`src/hw/rtl/lkv_pkg.sv`:
```
package lkv_pkg;

  localparam int CAPACITY = 64;
  localparam int RANK_W   = (CAPACITY > 1) ? $clog2(CAPACITY) : 1;
  localparam int COUNT_W  = $clog2(CAPACITY + 1);
  localparam int KEY_W    = 64;
  localparam int VAL_W    = 64;
  localparam int CFG_W    = 7;
  localparam int CFG_IDX_W = 2;

  typedef logic [RANK_W-1:0]  rank_t;
  typedef logic [COUNT_W-1:0] count_t;

  // Operation codes of a request.
  localparam logic [1:0] OP_LOOKUP = 2'd0;
  localparam logic [1:0] OP_UPDATE = 2'd1;
  localparam logic [1:0] OP_DELETE = 2'd2;

  // Configuration register indexes.
  localparam logic [CFG_IDX_W-1:0] REG_KEY_BYTES   = 2'd0;
  localparam logic [CFG_IDX_W-1:0] REG_VALUE_BYTES = 2'd1;
  localparam logic [CFG_IDX_W-1:0] REG_ENTRY_LIMIT = 2'd2;

  // Update actions broadcast to the cells.
  localparam logic [2:0] ACT_NONE   = 3'd0;
  localparam logic [2:0] ACT_TOUCH  = 3'd1;
  localparam logic [2:0] ACT_WRITE  = 3'd2;
  localparam logic [2:0] ACT_INSERT = 3'd3;
  localparam logic [2:0] ACT_REMOVE = 3'd4;

  typedef struct packed {
    logic             capture;
    logic [2:0]       act;
    logic [KEY_W-1:0] key;
    logic [KEY_W-1:0] key_mask;
    logic [VAL_W-1:0] value;
    rank_t            rank_ref;
    rank_t            last_rank;
    logic             evict;
  } cell_cmd_t;

  typedef struct packed {
    logic             valid;
    logic             hit_sel;
    logic             free_sel;
    rank_t            rank;
    logic [VAL_W-1:0] value;
  } cell_view_t;

  // Mask of the low n bytes; a count of zero acts as one, above eight as eight.
  function automatic logic [63:0] byte_mask(input logic [3:0] n);
    logic [3:0]  nn;
    logic [63:0] m;
    nn = (n == 4'd0) ? 4'd1 : ((n > 4'd8) ? 4'd8 : n);
    m  = '0;
    for (int i = 0; i < 8; i++) begin
      m[8*i +: 8] = (4'(i) < nn) ? 8'hFF : 8'h00;
    end
    return m;
  endfunction

endpackage

```
`src/hw/rtl/lkv_cell.sv`:
```
module lkv_cell (
  input  logic               clk,
  input  logic               rst,
  input  lkv_pkg::cell_cmd_t cmd,
  input  logic               hit_seen_in,
  input  logic               free_seen_in,
  output logic               hit_seen_out,
  output logic               free_seen_out,
  output lkv_pkg::cell_view_t view
);
  import lkv_pkg::*;

  logic             valid;
  logic [KEY_W-1:0] stored_key;
  logic [VAL_W-1:0] stored_value;
  rank_t            rank;
  logic             hit_sel;
  logic             free_sel;

  logic match;
  logic oldest;
  logic avail;

  assign match  = valid && ((stored_key & cmd.key_mask) == cmd.key);
  assign oldest = valid && (rank == cmd.last_rank);
  // The oldest entry counts as free when this insert evicts it.
  assign avail  = !valid || (cmd.evict && oldest);

  assign hit_seen_out  = hit_seen_in || match;
  assign free_seen_out = free_seen_in || avail;

  assign view.valid    = valid;
  assign view.hit_sel  = hit_sel;
  assign view.free_sel = free_sel;
  assign view.rank     = rank;
  assign view.value    = stored_value;

  always_ff @(posedge clk) begin
    if (rst) begin
      valid    <= 1'b0;
      rank     <= '0;
      hit_sel  <= 1'b0;
      free_sel <= 1'b0;
    end else begin
      if (cmd.capture) begin
        hit_sel  <= match && !hit_seen_in;
        free_sel <= avail && !free_seen_in;
      end
      case (cmd.act)
        ACT_TOUCH, ACT_WRITE: begin
          if (hit_sel) begin
            rank <= '0;
          end else if (valid && (rank < cmd.rank_ref)) begin
            rank <= rank_t'(rank + 1'b1);
          end
        end
        ACT_INSERT: begin
          if (free_sel) begin
            valid <= 1'b1;
            rank  <= '0;
          end else if (cmd.evict && oldest) begin
            valid <= 1'b0;
            rank  <= '0;
          end else if (valid) begin
            rank <= rank_t'(rank + 1'b1);
          end
        end
        ACT_REMOVE: begin
          if (hit_sel) begin
            valid <= 1'b0;
            rank  <= '0;
          end else if (valid && (rank > cmd.rank_ref)) begin
            rank <= rank_t'(rank - 1'b1);
          end
        end
        default: begin
        end
      endcase
    end
  end

  always_ff @(posedge clk) begin
    if ((cmd.act == ACT_WRITE) && hit_sel) begin
      stored_value <= cmd.value;
    end
    if ((cmd.act == ACT_INSERT) && free_sel) begin
      stored_key   <= cmd.key;
      stored_value <= cmd.value;
    end
  end

endmodule

```
`config.mk`:
```
export PLATFORM = sky130hd
export DESIGN_NAME = lkv_cell
export DESIGN_NICKNAME = d
export VERILOG_FILES = /design/src/hw/rtl/lkv_pkg.sv /design/src/hw/rtl/lkv_cell.sv
export SDC_FILE = /design/constraint.sdc
export NUM_CORES = 1
export LEC_CHECK = 0
export ABC_CLOCK_PERIOD_IN_PS = 6800
export BUFFER_PORTS_ARGS = -buffer_cell sky130_fd_sc_hd__buf_2
export CORE_AREA = 2 2 185 96
export DETAILED_ROUTE_END_ITERATION = 8
export DIE_AREA = 0 0 187 98
export RECOVER_POWER = 50
export SYNTH_ARGS = -nofsm -noshare
export SYNTH_HDL_FRONTEND = slang
export SYNTH_SLANG_ARGS = --single-unit
```
`constraint.sdc`:
```
create_clock -name clk -period 6.8 [get_ports clk]
set_input_delay 0.68 -clock clk [delete_from_list [all_inputs] [get_ports clk]]
set_output_delay 0.68 -clock clk [all_outputs]
set_load 0.02 [all_outputs]
```
# [Word-level counts from Yosys, hierarchy flattened]
# Index checks and enable logic that the tools add are counted.
[op_classes] mux=14 reduce_logical=21 magnitude_cmp=2 add_sub_neg=2 bitwise=1 n_eq_ne=11
[op_table] op="64-bit two-way mux" count=2
[op_table] op="64-bit bitwise AND" count=1
[op_table] op="64-bit == test" count=1
[op_table] op="6-bit two-way mux" count=7
[op_table] op="6-bit one-hot mux with 3 select lines" count=1
[op_table] op="1-bit logical AND" count=9
[op_table] op="3-bit inequality test (second input constant)" count=3
[op_table] op="6-bit by 1-bit adder with 6-bit output (second input constant)" count=1
[op_table] op="3-bit by 2-bit == test with 1-bit output (second input constant)" count=2
[op_table] op="6-bit == test" count=1
[op_table] op="6-bit > comparator" count=1
[op_table] op="6-bit < comparator" count=1
[op_table] op="6-bit by 1-bit subtractor with 6-bit output (second input constant)" count=1
[op_table] op="4-bit inequality test (second input constant)" count=1
[op_table] op="4-bit AND reduction" count=1
[op_table] op="2-bit nonzero test" count=2
[op_table] op="3-bit by 1-bit == test with 1-bit output (second input constant)" count=1
[op_table] op="3-bit == test (second input constant)" count=1
[op_table] op="1-bit zero test" count=3
[op_table] op="1-bit logical OR" count=3
[op_table] op="1-bit two-way mux" count=3
[op_table] op="3-bit AND reduction" count=1
[op_table] op="3-bit nonzero test" count=1
[op_table] op="2-bit inequality test (second input constant)" count=1
[op_table] op="2 further kinds" count=2
[totals] wordCells=57 out_inout_bits=75 in_bits=213 reg_bits=137

# [Longest topological paths before layout]
[logic_depth] depth_word=6 mapped_depth=9 depth_no_buf=9

# [Least setup slack after synthesis]
# No wires, ideal clock.
[synth_path] kind="input to register" startpoint="input port cmd[205] (netlist name)" endpoint="register stored_value[0], enable pin" t_arrival_ps=5468 path_buffers=0 required_ps=6221 path_stages=2 setup_ps=579 setup_slack_ps=753 cell_sequence="mux2i_1 -> nor3b_1"
[synth_via] elab_chain_len=3 word_cells_on_any_way=5 cone_classes="eq/ne: 2; reduce/logical: 3"
[synth_rtl] item="start: declaration" line_no="lkv_cell.sv:4" text="input lkv_pkg::cell_cmd_t cmd,"
[synth_rtl] item="3-bit by 2-bit == test with 1-bit output, on equally long branches" line_no="lkv_cell.sv:83, lkv_cell.sv:86"
[synth_rtl] item="1-bit logical AND, on equally long branches" line_no="lkv_cell.sv:83, lkv_cell.sv:86"
[synth_rtl] item="2-bit nonzero test (no source line) (*)"
[synth_rtl] item="end signal: assignment" line_no="lkv_cell.sv:84" text="stored_value <= cmd.value;"
[synth_rtl] item="end signal: assignment" line_no="lkv_cell.sv:88" text="stored_value <= cmd.value;"
[synth_rtl] item="end: declaration" line_no="lkv_cell.sv:15" text="logic [VAL_W-1:0] stored_value;"
# Every way passes the cells marked *; elsewhere a longest branch is shown, timed or not.
# A chain may end at the register's enable or synchronous reset.

# [Final worst setup path]
[layout_path] startpoint="register stored_key[12]" endpoint="output port hit_seen_out"
[layout_via] elab_chain_len=4
[layout_rtl] item="start: declaration" line_no="lkv_cell.sv:14" text="logic [KEY_W-1:0] stored_key;"
[layout_rtl] item="start signal: assignment" line_no="lkv_cell.sv:87" text="stored_key <= cmd.key;"
[layout_rtl] item="64-bit bitwise AND" line_no="lkv_cell.sv:24" text="assign match = valid && ((stored_key & cmd.key_mask) == cmd.key);"
[layout_rtl] item="64-bit == test" line_no="lkv_cell.sv:24"
[layout_rtl] item="1-bit logical AND" line_no="lkv_cell.sv:24"
[layout_rtl] item="1-bit logical OR" line_no="lkv_cell.sv:29" text="assign hit_seen_out = hit_seen_in || match;"
[layout_rtl] item="end: declaration" line_no="lkv_cell.sv:7" text="output logic hit_seen_out,"
# No other way between the ends.

==> flow_metrics.env <==
export IMPL_skew_ns=0.00507
export IMPL_max_freq_mhz=276
export IMPL_slew_headroom_pct=44.3
export IMPL_maxSlewViolCount=0
export IMPL_hold_buffers=0
export IMPL_worst_pin_slew_ns=0.835
export IMPL_vias_per_cell=4.70
export IMPL_fill_cells=1606
export IMPL_gp_congestion=0.980
export IMPL_sequentialPowerShare_pct=46.7
export IMPL_die_y_um=98
export IMPL_cp_data_required_time_ns=6.12
export IMPL_synthAdderAreaFrac_pct=1.74
export IMPL_drv_cap=0
export IMPL_die_x_um=187
export IMPL_cts_clk_slew_worst_paths_ns=0.06
export IMPL_antenna_found_initial=1
export IMPL_utilization_pct=46.9
export IMPL_synth_mux_area_share_pct=0.891
export IMPL_initial_utilization_pct=34.1
export IMPL_vdd_ir_drop_max_v=0.000149
export IMPL_yosys_warnings=0
export IMPL_synth_top_family_by_area="simple AND/OR/NAND/NOR gates"
export IMPL_numCtsBuffers=17
export IMPL_drt_total_wl_um=16800
export IMPL_crit_arrival_ns=2.94
export IMPL_syn_area_um2=5760
export IMPL_drt_first_pass_iters=4
export IMPL_endpoint_kind="output pin"
export IMPL_ctsRootBufferMaster="clkbuf_16"
export IMPL_synth_top_area_share_pct=66.8
export IMPL_h_tree_depth=4
export IMPL_cts_tree="built"
export IMPL_fin_tns_setup_ns=0
export IMPL_synth_cell_types=53
export IMPL_drive_gt1_share_pct=31.3
export IMPL_port_buffers=287
export IMPL_post_cts_buffers=0
export IMPL_pwr_density_cell_nw_per_um2=253
export IMPL_area_growth_pct=37.6
export IMPL_fp_row_count=34
export IMPL_leakage_nw=3.01
export IMPL_die_area_um2=18300
export IMPL_clock_sinks=137
export IMPL_multi_input_area_um2=1680
export IMPL_yosysMostFrequentCell="edfxtp_1"
export IMPL_clock_path_buffers=2
export IMPL_r2r_slack_ns=4.27
export IMPL_async_reset_ff_share_pct=0
export IMPL_ys_seq_area_share_pct=69.9
export IMPL_wire_per_inst_um=17.6
export IMPL_synth_simple_area_share_pct=12.0
export IMPL_status="finished, final reports clean"
export IMPL_drc=0
export IMPL_io_pins=288
export IMPL_grt_overflow=0
export IMPL_seqCellArea_um2=4020
export IMPL_dp_final_hpwl_um=13200
export IMPL_synth_top_area_cell="edfxtp_1"
export IMPL_grt_pass1_vias=4595
export IMPL_power_switching_mw=0.434
export IMPL_fin_crit_sh_pct=53.3
export IMPL_p_clk_share_pct=45.5
export IMPL_vias=4473
export IMPL_synth_nets=625
export IMPL_synth_xor_area_share_pct=8.82
export IMPL_ant_nets=0
export IMPL_num_antenna_cells=0
export IMPL_grtUsageTotal_pct=18.3
export IMPL_switching_share_pct=21.6
export IMPL_synth_top_flop_cell="edfxtp_1"
export IMPL_cts_resized_gates=0
export IMPL_synthTopCellsByArea="edfxtp_1 (67%), xor2_1 (7.0%), nand2_1 (5.2%)"
export IMPL_synth_edff_count=128
export IMPL_combPwrFrac_pct=7.8
export IMPL_grt_start_max_net_pins=65
export IMPL_path_class="reg2out"
export IMPL_core_area_um2=16900
export IMPL_setup_violations=0
export IMPL_hold_path_class="in2reg"
export IMPL_grt_first_pass_wirelength_um=25200
export IMPL_hold_viol=0
export IMPL_drt_first_iter_violations=250
export IMPL_clk_latency_ns=0.41
export IMPL_worst_path_max_fanout=2
export IMPL_ys_ff_latch=137
export IMPL_fin_crit_ns=3.62
export IMPL_p_int_mw=1.57
export IMPL_rsz0062_at_grt="false"
export IMPL_avgSynthCellArea_um2=14.2
export IMPL_layout_nets=928
export IMPL_synthCells=404
export IMPL_startpoint_type="register"
export IMPL_synth_compound_area_share_pct=5.65
export IMPL_synthTopCellsByCount="edfxtp_1 (128), nand2_1 (79), xor2_1 (46)"
==> final cells by class <==
class | instances | share of cell area [%]
inverters | 8 | 0.379
clock buffers | 17 | 5.37
flip-flops and latches | 137 | 50.8
repair buffers | 289 | 16.6
well taps | 234 | 3.69
clock inverters | 13 | 1.96
multi-input cells | 254 | 21.2
==> sequential cells by signal (all words and copies together), names as in the netlist <==
signal and count:
hit_sel 1, stored_key 64, free_sel 1, stored_value 64, valid 1, rank 6
==> per-stage QoR <==
stage | hold slack (ns) | instances | instance area [µm²] | setup slack [ns] | power [mW]
after floorplan | 0.496 | 404 | 5760 | 0.753 | 1.02
after global placement | 0.536 | 922 | 7480 | 3.16 | 1.11
after detailed placement | 0.551 | 922 | 7480 | 3.17 | 1.12
after CTS | 0.417 | 952 | 8060 | 3.10 | 2.04
after global routing | 0.414 | 952 | 7920 | 2.95 | 2.08
final | 0.443 | 952 | 7920 | 3.18 | 2.01
==> routing by layer <==
metal / up-vias / share of wire [%] / global-route usage (%)
met2: 166 / 44 / 27.4
met4: 2 / 1.2 / 5.62
met3: 22 / 6.0 / 5.36
met5: - / 0.078 / 0
li1: 2106 / - / -
met1: 2177 / 49 / 25.7
==> power by group through the flow <==
stage / logic (mW) / registers (mW) / clock network [mW]
finish: 0.156 / 0.937 / 0.914
global route: 0.173 / 0.938 / 0.973
floorplan: 0.0633 / 0.959 / 0
detailed placement: 0.162 / 0.955 / 0
CTS: 0.163 / 0.937 / 0.941
global placement: 0.156 / 0.954 / 0
==> cell families after synthesis <==
group,Yosys count
adders and majority gates,8
xor gates and xnor gates,58
buffers and inverters,13
and+or+nand+nor,139
muxes,5
DFF,137
AOI/OAI and AO/OA,44
==> worst paths after layout <==
| path | start | to | depth (start not counted) |
|---|---|---|---|
| setup reg to reg | stored_key[12] | hit_sel | 7 |
| hold / removal | cmd[71] | stored_value[58] | 1 |
| setup / recovery | stored_key[12] | hit_seen_out | 8 |
| hold reg to reg | free_sel | free_sel | 2 |
==> worst max-delay path: stages (launching register included) <==
cell and delay (ns):
edfxtp_1 0.38, nand2_1 0.10, xor2_1 0.18, nand4_1 0.12, nor4_1 0.64, nand4_1 0.18
or4_4 0.59, o21bai_1 0.16, buf_2 0.19
==> placed cells by master (no fill, tap or decap), drive strengths merged, types with 5 or more instances in the layout <==
| cell | count |
|---|---|
| a21oi | 12 |
| buf | 183 |
| clkbuf | 123 |
| clkinv | 5 |
| dfxtp | 9 |
| edfxtp | 128 |
| ha | 8 |
| inv | 9 |
| nand2 | 79 |
| nand4 | 13 |
| nor2 | 8 |
| nor3 | 5 |
| nor4 | 7 |
| o21ai | 7 |
| xnor2 | 12 |
| xor2 | 46 |
No activity file was read; power rests on OpenSTA's default activity.
